<file path="config.mk">
export PLATFORM = sky130hd
export DESIGN_NAME = message_id_dedup_ring_unit
export DESIGN_NICKNAME = d
export VERILOG_FILES = /design/src/hdl/mdr_pkg.sv /design/src/hdl/mdr_store.sv /design/src/hdl/mdr_seq.sv /design/src/hdl/message_id_dedup_ring_unit.sv
export VERILOG_INCLUDE_DIRS = /design/src /design/src/hdl
export SDC_FILE = /design/constraint.sdc
export NUM_CORES = 1
export LEC_CHECK = 0
export CORE_ASPECT_RATIO = 0.6
export CORE_MARGIN = 5
export CORE_UTILIZATION = 35
export CTS_BUF_LIST = sky130_fd_sc_hd__clkbuf_8
export DETAILED_ROUTE_END_ITERATION = 7
export DONT_BUFFER_PORTS = 1
export PLACE_DENSITY_LB_ADDON = 0.15
export RECOVER_POWER = 50
export SLEW_MARGIN = 20
export SYNTH_ARGS = -nofsm -noshare
export SYNTH_HDL_FRONTEND = slang
export SYNTH_SLANG_ARGS = --single-unit
</file>
<file path="constraint.sdc">
create_clock -name clk -period 3.7 [get_ports clk]
set_input_delay 0.37 -clock clk [delete_from_list [all_inputs] [get_ports clk]]
set_output_delay 0.37 -clock clk [all_outputs]
set_load 0.03 [all_outputs]
</file>
<file path="src/hdl/message_id_dedup_ring_unit_macros.svh">
// assertion helpers shared by the ring sequencer
`ifndef MESSAGE_ID_DEDUP_RING_UNIT_MACROS_SVH
`define MESSAGE_ID_DEDUP_RING_UNIT_MACROS_SVH

// same-cycle implication, checked out of reset
`define MDR_ASSERT_IMP(label, clk, rst_n, ante, cons, msg) \
  label: assert property (@(posedge clk) disable iff (!rst_n) (ante) |-> (cons)) \
    else $error(msg);

// next-cycle implication, checked out of reset
`define MDR_ASSERT_NXT(label, clk, rst_n, ante, cons, msg) \
  label: assert property (@(posedge clk) disable iff (!rst_n) (ante) |=> (cons)) \
    else $error(msg);

`endif

</file>
<file path="src/hdl/mdr_pkg.sv">
package mdr_pkg;

  localparam int unsigned ID_W   = 32;
  localparam int unsigned SLOT_W = 5;

  typedef enum logic [0:0] {
    S_IDLE,
    S_SCAN
  } seq_state_t;

  typedef enum logic [0:0] {
    REQ_LOOKUP = 1'b0,
    REQ_INSERT = 1'b1
  } req_type_t;

  typedef struct packed {
    logic wr_en;
    logic rd_en;
  } mem_ctl_t;

endpackage

</file>
<file path="src/hdl/mdr_store.sv">
module mdr_store import mdr_pkg::*; #(
  parameter int unsigned RING_DEPTH = 32,
  parameter int unsigned IDX_W      = 5
) (
  input  logic              clk,
  input  logic              rst_n,
  input  mem_ctl_t          ctl,
  input  logic [IDX_W-1:0]  wr_addr,
  input  logic [ID_W-1:0]   wr_id,
  input  logic              wr_flag,
  input  logic [IDX_W-1:0]  rd_addr,
  output logic [ID_W-1:0]   rd_id,
  output logic              rd_flag
);

  logic [ID_W-1:0]       id_mem [RING_DEPTH];
  logic                  flag_mem [RING_DEPTH];
  logic [RING_DEPTH-1:0] valid_r;
  logic [ID_W-1:0]       rd_id_r;
  logic                  rd_flag_r;
  logic                  rd_valid_r;

  always_ff @(posedge clk) begin
    if (ctl.wr_en) begin
      id_mem[wr_addr]   <= wr_id;
      flag_mem[wr_addr] <= wr_flag;
    end
    if (ctl.rd_en) begin
      rd_id_r   <= id_mem[rd_addr];
      rd_flag_r <= flag_mem[rd_addr];
    end
  end

  // entries not yet written read as zero
  always_ff @(posedge clk) begin
    if (!rst_n) begin
      valid_r    <= '0;
      rd_valid_r <= 1'b0;
    end else begin
      if (ctl.wr_en) begin
        valid_r[wr_addr] <= 1'b1;
      end
      if (ctl.rd_en) begin
        rd_valid_r <= valid_r[rd_addr];
      end
    end
  end

  assign rd_id   = rd_valid_r ? rd_id_r : '0;
  assign rd_flag = rd_valid_r & rd_flag_r;

endmodule

</file>
<file path="src/hdl/mdr_seq.sv">
`include "message_id_dedup_ring_unit_macros.svh"

module mdr_seq import mdr_pkg::*; #(
  parameter int unsigned RING_DEPTH = 32,
  parameter int unsigned IDX_W      = 5
) (
  input  logic              clk,
  input  logic              rst_n,
  input  logic              in_valid,
  output logic              in_ready,
  input  logic              req_type,
  input  logic [ID_W-1:0]   message_id,
  input  logic              server_flag,
  output logic              out_valid,
  input  logic              out_ready,
  output logic              match_found,
  output logic [SLOT_W-1:0] slot_index,
  output logic              server_hit,
  output mem_ctl_t          ctl,
  output logic [IDX_W-1:0]  wr_addr,
  output logic [ID_W-1:0]   wr_id,
  output logic              wr_flag,
  output logic [IDX_W-1:0]  rd_addr,
  input  logic [ID_W-1:0]   rd_id,
  input  logic              rd_flag
);

  localparam logic [IDX_W-1:0] LAST_IDX = IDX_W'(RING_DEPTH - 1);

  seq_state_t        state_r, state_nxt;
  logic [IDX_W-1:0]  wp_r, wp_nxt;
  logic [IDX_W-1:0]  cmp_idx_r, cmp_idx_nxt;
  logic [ID_W-1:0]   key_r, key_nxt;
  logic              out_valid_r, out_valid_nxt;
  logic              match_r, match_nxt;
  logic [SLOT_W-1:0] slot_r, slot_nxt;
  logic              hit_r, hit_nxt;
  logic              accept;
  logic              id_eq;

  // the one comparator, reused for every slot of a scan
  assign id_eq = (rd_id == key_r);

  always_ff @(posedge clk) begin
    if (!rst_n) begin
      state_r     <= S_IDLE;
      wp_r        <= '0;
      cmp_idx_r   <= '0;
      out_valid_r <= 1'b0;
    end else begin
      state_r     <= state_nxt;
      wp_r        <= wp_nxt;
      cmp_idx_r   <= cmp_idx_nxt;
      out_valid_r <= out_valid_nxt;
    end
  end

  always_ff @(posedge clk) begin
    key_r   <= key_nxt;
    match_r <= match_nxt;
    slot_r  <= slot_nxt;
    hit_r   <= hit_nxt;
  end

  always_comb begin
    state_nxt     = state_r;
    wp_nxt        = wp_r;
    cmp_idx_nxt   = cmp_idx_r;
    key_nxt       = key_r;
    match_nxt     = match_r;
    slot_nxt      = slot_r;
    hit_nxt       = hit_r;
    out_valid_nxt = out_valid_r & ~out_ready;
    ctl           = '0;
    rd_addr       = '0;
    in_ready      = (state_r == S_IDLE) & (~out_valid_r | out_ready);
    accept        = in_valid & in_ready;

    unique case (state_r)
      S_IDLE: begin
        if (accept) begin
          if (req_type == REQ_INSERT) begin
            ctl.wr_en     = 1'b1;
            match_nxt     = 1'b0;
            slot_nxt      = SLOT_W'(wp_r);
            hit_nxt       = 1'b0;
            out_valid_nxt = 1'b1;
            wp_nxt        = (wp_r == LAST_IDX) ? '0 : wp_r + 1'b1;
          end else begin
            ctl.rd_en   = 1'b1;
            rd_addr     = '0;
            key_nxt     = message_id;
            cmp_idx_nxt = '0;
            state_nxt   = S_SCAN;
          end
        end
      end
      S_SCAN: begin
        // read data on this cycle belongs to slot cmp_idx_r
        if (id_eq) begin
          match_nxt     = 1'b1;
          slot_nxt      = SLOT_W'(cmp_idx_r);
          hit_nxt       = rd_flag;
          out_valid_nxt = 1'b1;
          state_nxt     = S_IDLE;
        end else if (cmp_idx_r == LAST_IDX) begin
          match_nxt     = 1'b0;
          slot_nxt      = '0;
          hit_nxt       = 1'b0;
          out_valid_nxt = 1'b1;
          state_nxt     = S_IDLE;
        end else begin
          ctl.rd_en   = 1'b1;
          rd_addr     = cmp_idx_r + 1'b1;
          cmp_idx_nxt = cmp_idx_r + 1'b1;
        end
      end
      default: begin
        state_nxt = S_IDLE;
      end
    endcase
  end

  assign wr_addr     = wp_r;
  assign wr_id       = message_id;
  assign wr_flag     = server_flag;
  assign out_valid   = out_valid_r;
  assign match_found = match_r;
  assign slot_index  = slot_r;
  assign server_hit  = hit_r;

  `MDR_ASSERT_NXT(a_insert_result, clk, rst_n, accept && req_type == REQ_INSERT, out_valid_r && !match_r && !hit_r, "insert must give a non-match result next cycle")
  `MDR_ASSERT_IMP(a_scan_out_empty, clk, rst_n, state_r == S_SCAN, !out_valid_r, "result register busy during a scan")
  `MDR_ASSERT_IMP(a_scan_idx_range, clk, rst_n, state_r == S_SCAN, cmp_idx_r <= LAST_IDX, "scan index beyond ring")
  `MDR_ASSERT_IMP(a_wp_range, clk, rst_n, 1'b1, wp_r <= LAST_IDX, "write pointer beyond ring")

endmodule

</file>
<file path="src/hdl/message_id_dedup_ring_unit.sv">
// insert: result registered in the cycle after the beat is accepted
// lookup: one slot compared per cycle by a single 32-bit comparator, result
//   registered on the first matching slot, or after the last slot is compared
// one item in flight; a new beat is taken once the result register is free
// reset (synchronous, active low) clears write pointer, slot valid flags,
//   sequencer and result valid; unwritten slots read as id zero, flag zero
module message_id_dedup_ring_unit import mdr_pkg::*; #(
  parameter int unsigned RING_DEPTH = 32
) (
  input  logic        clk,
  input  logic        rst_n,
  input  logic        in_tvalid,
  output logic        in_tready,
  input  logic [39:0] in_tdata,   // [31:0] message_id, [32] server_flag_in, [39:33] zero
  input  logic        in_tuser,   // [0] req_type
  output logic        out_tvalid,
  input  logic        out_tready,
  output logic [7:0]  out_tdata   // [0] match_found, [5:1] slot_index, [6] server_hit, [7] zero
);

  localparam int unsigned IDX_W = (RING_DEPTH > 1) ? $clog2(RING_DEPTH) : 1;

  mem_ctl_t          ctl;
  logic [IDX_W-1:0]  wr_addr;
  logic [IDX_W-1:0]  rd_addr;
  logic [ID_W-1:0]   wr_id;
  logic              wr_flag;
  logic [ID_W-1:0]   rd_id;
  logic              rd_flag;
  logic              match_found;
  logic [SLOT_W-1:0] slot_index;
  logic              server_hit;

  mdr_seq #(
    .RING_DEPTH(RING_DEPTH),
    .IDX_W     (IDX_W)
  ) u_seq (
    .clk        (clk),
    .rst_n      (rst_n),
    .in_valid   (in_tvalid),
    .in_ready   (in_tready),
    .req_type   (in_tuser),
    .message_id (in_tdata[31:0]),
    .server_flag(in_tdata[32]),
    .out_valid  (out_tvalid),
    .out_ready  (out_tready),
    .match_found(match_found),
    .slot_index (slot_index),
    .server_hit (server_hit),
    .ctl        (ctl),
    .wr_addr    (wr_addr),
    .wr_id      (wr_id),
    .wr_flag    (wr_flag),
    .rd_addr    (rd_addr),
    .rd_id      (rd_id),
    .rd_flag    (rd_flag)
  );

  mdr_store #(
    .RING_DEPTH(RING_DEPTH),
    .IDX_W     (IDX_W)
  ) u_store (
    .clk    (clk),
    .rst_n  (rst_n),
    .ctl    (ctl),
    .wr_addr(wr_addr),
    .wr_id  (wr_id),
    .wr_flag(wr_flag),
    .rd_addr(rd_addr),
    .rd_id  (rd_id),
    .rd_flag(rd_flag)
  );

  assign out_tdata = {1'b0, server_hit, slot_index, match_found};

endmodule
</file>
### Yosys cells after proc, flatten, opt, wreduce, memory -nomap -nowiden

Memory sizes are Yosys's and may differ from the RTL's. A register that Yosys moved wholly into a read port is not among the register bits.
Cells that the tools add are included.
Widths: inputs -> output; s select.

* register bits after elaboration: 84
* bits in writable memories: 1056
* input bits: 45
* output and inout bits: 10
* word-level logic and storage cells: 83
* memories: 2

* add/sub/neg operators: 2
* $lt $le $gt $ge: 3
* equal/unequal tests: 9
* muxes and demuxes: 42
* bitwise gates (word level): 10
* reductions and logical operators: 5

Memory list
* u_store.id_mem: words 32, bits a word 32, rd ports 1, clocked after Yosys merged registers in 1, write ports 1, RTL line mdr_store.sv:16 `logic [ID_W-1:0] id_mem [RING_DEPTH];`
* u_store.flag_mem: words 32, bits a word 1, rd ports 1, clocked after Yosys merged registers in 1, write ports 1, RTL line mdr_store.sv:17 `logic flag_mem [RING_DEPTH];`

Operators by type and width (number)
* $mux 5: 11
* $eq 32x32->1: 1
* $mux 32: 1
* $or 32x32->32: 1
* $pmux 5 s2: 3
* $mux 1: 19
* $lt 5x6->1 const B: 2
* $add 5x1->5 const B: 2
* $eq 5x5->1 const B: 2
* $pmux 1 s2: 5
* $reduce_and 3->1: 3
* $ne 2x2->1 const B: 4
* $bmux 1 s5: 1
* $demux 1 s5: 1
* $ge 5x1->1 const B: 1
* $and 1x1->1: 4
* $not 1->1: 4
* $reduce_and 4->1: 1
* $ne 3x3->1 const B: 1
* $mux 2: 1
* $ne 2x1->1 const B: 1
* $logic_and 1x1->1: 1
* $or 1x1->1: 1

### Depth between registers and ports, before layout

* depth after elaboration: 8
* depth in mapped cells: 14
* mapped depth without buffers: 10

### Hierarchy

From an unflattened synthesis, not the netlist that was laid out.

* cells, all modules: 1944
* area total of the unflattened synthesis: 45108.3 um^2

By module, submodules not included
* mdr_store: instances 1, cells each 1727, area each 42534.5 um^2, seq. area each 33362.0 um^2
* mdr_seq: instances 1, cells each 213, area each 2547.4 um^2, seq. area each 1411.4 um^2
* message_id_dedup_ring_unit: instances 1, cells each 4, area each 26.3 um^2, seq. area each 0.0 um^2

### Worst setup path before layout

Ideal clock, no wire load.

* path type: register to register
* start: register u_seq.out_valid_r (netlist: u_seq.out_valid)
* end: register u_store.rd_flag_r (read register of u_store.flag_mem) (enable)
* library setup time: 388 ps
* arrival time: 3581 ps
* required time: 3312 ps
* path slack: -269 ps
* stages on the path, launching flop included: 7
* buffers on the path: 0
* clock period less this slack: 3969 ps
* cells stage by stage: dfxtp_1 nor2b_1 nor2_1 nand2_1 nor2_1 a21oi_2 inv_1

RTL lines
* from (decl): RTL line mdr_seq.sv:34 `logic out_valid_r, out_valid_nxt;`
* from (signal assigned): RTL line mdr_seq.sv:54 `out_valid_r <= out_valid_nxt;`
* to (decl): RTL line mdr_store.sv:20 `logic rd_flag_r;`

### Worst setup path in the final report

* start: register u_store.rd_valid_r
* end: register u_store.rd_id_r[21] (read register of u_store.id_mem) (data pin)

* word-level cells in the longest chain between the ends: 4
* elaborated cells on any way between the ends: 6
* classes of those cells: 1 x eq/ne; 5 x mux

Ends and longest elaborated chain
* from (decl): RTL line mdr_store.sv:21 `logic rd_valid_r;`
* from (signal assigned): RTL line mdr_store.sv:44 `rd_valid_r <= valid_r[rd_addr];`
* $mux 32 (*): RTL line mdr_store.sv:49 `assign rd_id = rd_valid_r ? rd_id_r : '0;`
* $eq 32x32->1 (*): RTL line mdr_seq.sv:42 `assign id_eq = (rd_id == key_r);`
* $mux 5 or $mux 1 (tied branches): RTL line mdr_seq.sv:100 `if (id_eq) begin`
* $pmux 5 s2 or $pmux 1 s2 (tied branches): RTL line mdr_seq.sv:79 `unique case (state_r)`
* to (decl): RTL line mdr_store.sv:19 `logic [ID_W-1:0] rd_id_r;`

Mark *: on every way between the ends. The rest lies on a longest branch, timed or not.
A chain may end at the register's enable or synchronous reset.

==> summary.md <==
| Metric | Value |
|---|---|
| Outcome | `finished, violations left` |
| Failing checks | `capacitance limit, slew limit, setup timing` |
| Synth area leaders | `edfxtp_1 74%, nand2_1 5.9%, mux2i_1 4.1%` |
| Min-Delay Path Class | `input pin to register` |
| Syn Inst Count | `3167` |
| RSZ-0062 raised after global routing | `yes` |
| Setup ws final | `-0.00942 ns` |
| Largest area contributor in the netlist | `edfxtp_1` |
| Die H | `289 um` |
| Max incr delay on CP | `0.73 ns` |
| Synth top area share | `0.745` |
| Pleak | `17.8 nW` |
| Drt initial violations | `4061` |
| Root buf cell | `clkbuf_8` |
| Post-Syn Area | `45500 um^2` |
| FF+latch area | `34800 um^2` |
| Period utilization | `1.00` |
| Final core occ | `0.420` |
| Synth cell types | `61` |
| Crit-path max FO | `15` |
| Grt total ovfl | `0` |
| Share of layout cells above drive strength 1 | `0.161` |
| DR pass1 iterations | `6` |
| Maximum vdd drop | `0.345 mV` |
| Final setup fails | `1` |
| Mapped Nets | `3219` |
| Io pins | `55` |
| Clk_skew | `0.0509 ns` |
| GP Congestion | `0.869` |
| Die ar. | `137000 um^2` |
| Max Slew Vio Count | `510` |
| Initial antenna violation count | `9` |
| Sink Count | `1173` |
| Multi-input gate area | `10500 um^2` |
| Crit path required time | `4.34 ns` |
| Nets | `3574` |
| Worst-skew pair later-pin latency | `0.89 ns` |
| Cell mode on critical path | `buf_4` |
| Post-synth EDFFs | `1128` |
| Post-DRT Antenna Nets | `0` |
| Vias in the first global route | `27800` |
| WS Path Type | `register to register` |
| Num CTS Buffers | `173` |
| Core outline area | `129000 um^2` |
| IO buf count | `0` |
| Synth Register Bits | `1173` |
| Htree depth | `4` |
| Crit-path slowest cell | `nor4_2` |
| Clk slew on worst S/H paths | `0.07 ns` |
| Via Count | `29300` |
| Die X | `475 um` |
| Tightest Pin Transition | `1.84 ns` |
| Rows | `102` |
| DPL Wire Length | `89600 um` |
| Count leader, synth | `edfxtp_1` |
| Syn avg cell area | `14.4 um^2` |
| Syn. warnings | `0` |
| Synth-to-Final Area Change | `19.3%` |
| Most frequent cells after synthesis | `1128 x edfxtp_1, 712 x nand2_1, 358 x nand3_1` |
| Crit path time final | `3.71 ns` |
| Power per Cell Area | `471 nW/um^2` |
| Critical path startpoint category | `register` |
| CTS tree | `built` |
| Worst EP arrival | `4.35 ns` |
| Initial Utilization | `0.352` |
| Register area share after synthesis | `0.765` |
| Largest net degree at the start of global routing | `67` |
| Total Routing Usage GR | `0.220` |
| Final WL | `153000 um` |
| Most used DFF post-synth | `edfxtp_1` |
| Asr flop ratio synth | `0` |
| Crit end category | `register` |
| # fillers | `11700` |
| Achievable Freq | `270 MHz` |
| Maxcap violations | `16` |
| Pwr Total | `25.5 mW` |
| Worst path cell trace | `buf_12 > clkbuf_16 > nand4b_1 > o22ai_2 > o22ai_1 > buf_4 > or4_4 > nor2_4 > buf_4 > nor4_2 > buf_4 > nand3_1 > and4_1 > nor4bb_2` |
| First-pass GRT wire length | `212000 um` |
| Remaining DRCs | `0` |
| Fin Hold WS | `0.245 ns` |
| Routed vias/inst | `5.46` |
| Mean routed wirelength per cell | `28.5 um` |
| Clock tree buffer depth | `3` |
| Final hold violations | `0` |
| Slew headroom | `-0.230` |
| Setup TNS Final | `-0.00942 ns` |
-- final cells by class --
class,instances,area share
flip-flops and latches,1173,0.641
multi-input cells,1815,0.193
repair buffers,351,0.0681
clock buffers,179,0.0454
well taps,1716,0.0396
clock inverters,128,0.0114
inverters,8,0.000554
diodes,3,0.000138
-- critical path, delay by kind of cell (launching register included) --
family                 cells  cell delay, ns
AO/OA/AOI/OAI              2            0.30
buffers and inverters      5            1.13
flip-flops                 1            0.38
AND/OR/NAND/NOR            7            1.63
-- stage by stage --
step	setup slack [ns]	std cells	instance area [um^2]
5_1_grt	-0.0798	5373	54200
3_5_place_dp	-0.337	4976	50200
2_1_floorplan	0.135	3167	45500
4_1_cts	-0.00143	5351	54300
6_report	-0.00942	5373	54200
3_3_place_gp	-0.365	4976	50100
-- power breakdown --
part           internal [mW]  total (mW)  switching, mW  leakage (nW)
sequential              14.7        14.8         0.0996          10.5
clock                   4.63        9.77           5.14          1.78
combinational          0.324        1.01          0.683          5.51
-- metal layers --
layer  GRT usage  vias up  wire length [um]
li1            -    12600                 -
met1       0.351    15000             73900
met2       0.297     1440             61300
met3      0.0490      241             14400
met4      0.0603        2              3460
met5           0        -                13
-- sequential cells by signal, summed over array words and instances (netlist names) --
| name | flops |
|---|---|
| u_store.id_mem | 1024 |
| u_seq.key_r | 32 |
| u_store.rd_valid_r | 1 |
| u_seq.wr_addr | 5 |
| u_seq.out_valid | 1 |
| u_store.valid_r | 32 |
| u_store.rd_id_r | 32 |
| u_seq.slot_index | 5 |
| u_seq.state_r | 1 |
| u_seq.cmp_idx_r | 5 |
| u_store.rd_flag_r | 1 |
| u_store.flag_mem | 32 |
| u_seq.server_hit | 1 |
| u_seq.match_found | 1 |
-- logic make-up (layout without fill, tap and decap cells) --
logic type	count (synthesis)	count (layout)	synth area share
other	1	4	0.0000825
and+or+nand+nor	1403	1403	0.138
buffers and inverters	179	666	0.0179
adders and majority gates	7	7	0.00193
AOI/OAI and AO/OA	197	197	0.0315
DFF	1173	1173	0.765
xor gates and xnor gates	18	18	0.00347
muxes	189	189	0.0422
-- timing repair --
item | 4_1_cts | 5_1_grt
hold buffers | 63 | 7
gates resized for setup | 21 | 51
setup endpoints to repair | 25 | 30
endpoints found under the hold margin | 1136 | 134
gates cloned | 0 | 1
pin swaps | 2 | 31
setup buffers | 5 | 11
-- placed cells by master, fill, tap and decap left out, types with 31 or more instances in the layout --
cell and n:
clkbuf_8 179, a22oi_1 75, clkbuf_1 35, edfxtp_1 1128
nand2_1 711, buf_12 78, clkinv_1 45, inv_1 61
dlygate4sd3_1 37, nand3_1 356, mux2i_1 186, nand4_1 102
dfxtp_1 44, nor2_1 89, buf_4 180, nor2_4 31
-- worst paths after layout --
kind | depth (start not counted) | slack (ns) | end | startpoint
min | 4 | 0.24 | u_seq.out_valid | out_tready
min reg2reg | 2 | 0.47 | u_store.valid_r[22] | u_store.valid_r[22]
max reg2reg | 14 | -0.009 | u_store.rd_id_r[21] | u_store.rd_valid_r
max | 14 | -0.009 | u_store.rd_id_r[21] | u_store.rd_valid_r
(Power assumes the default switching activity.)
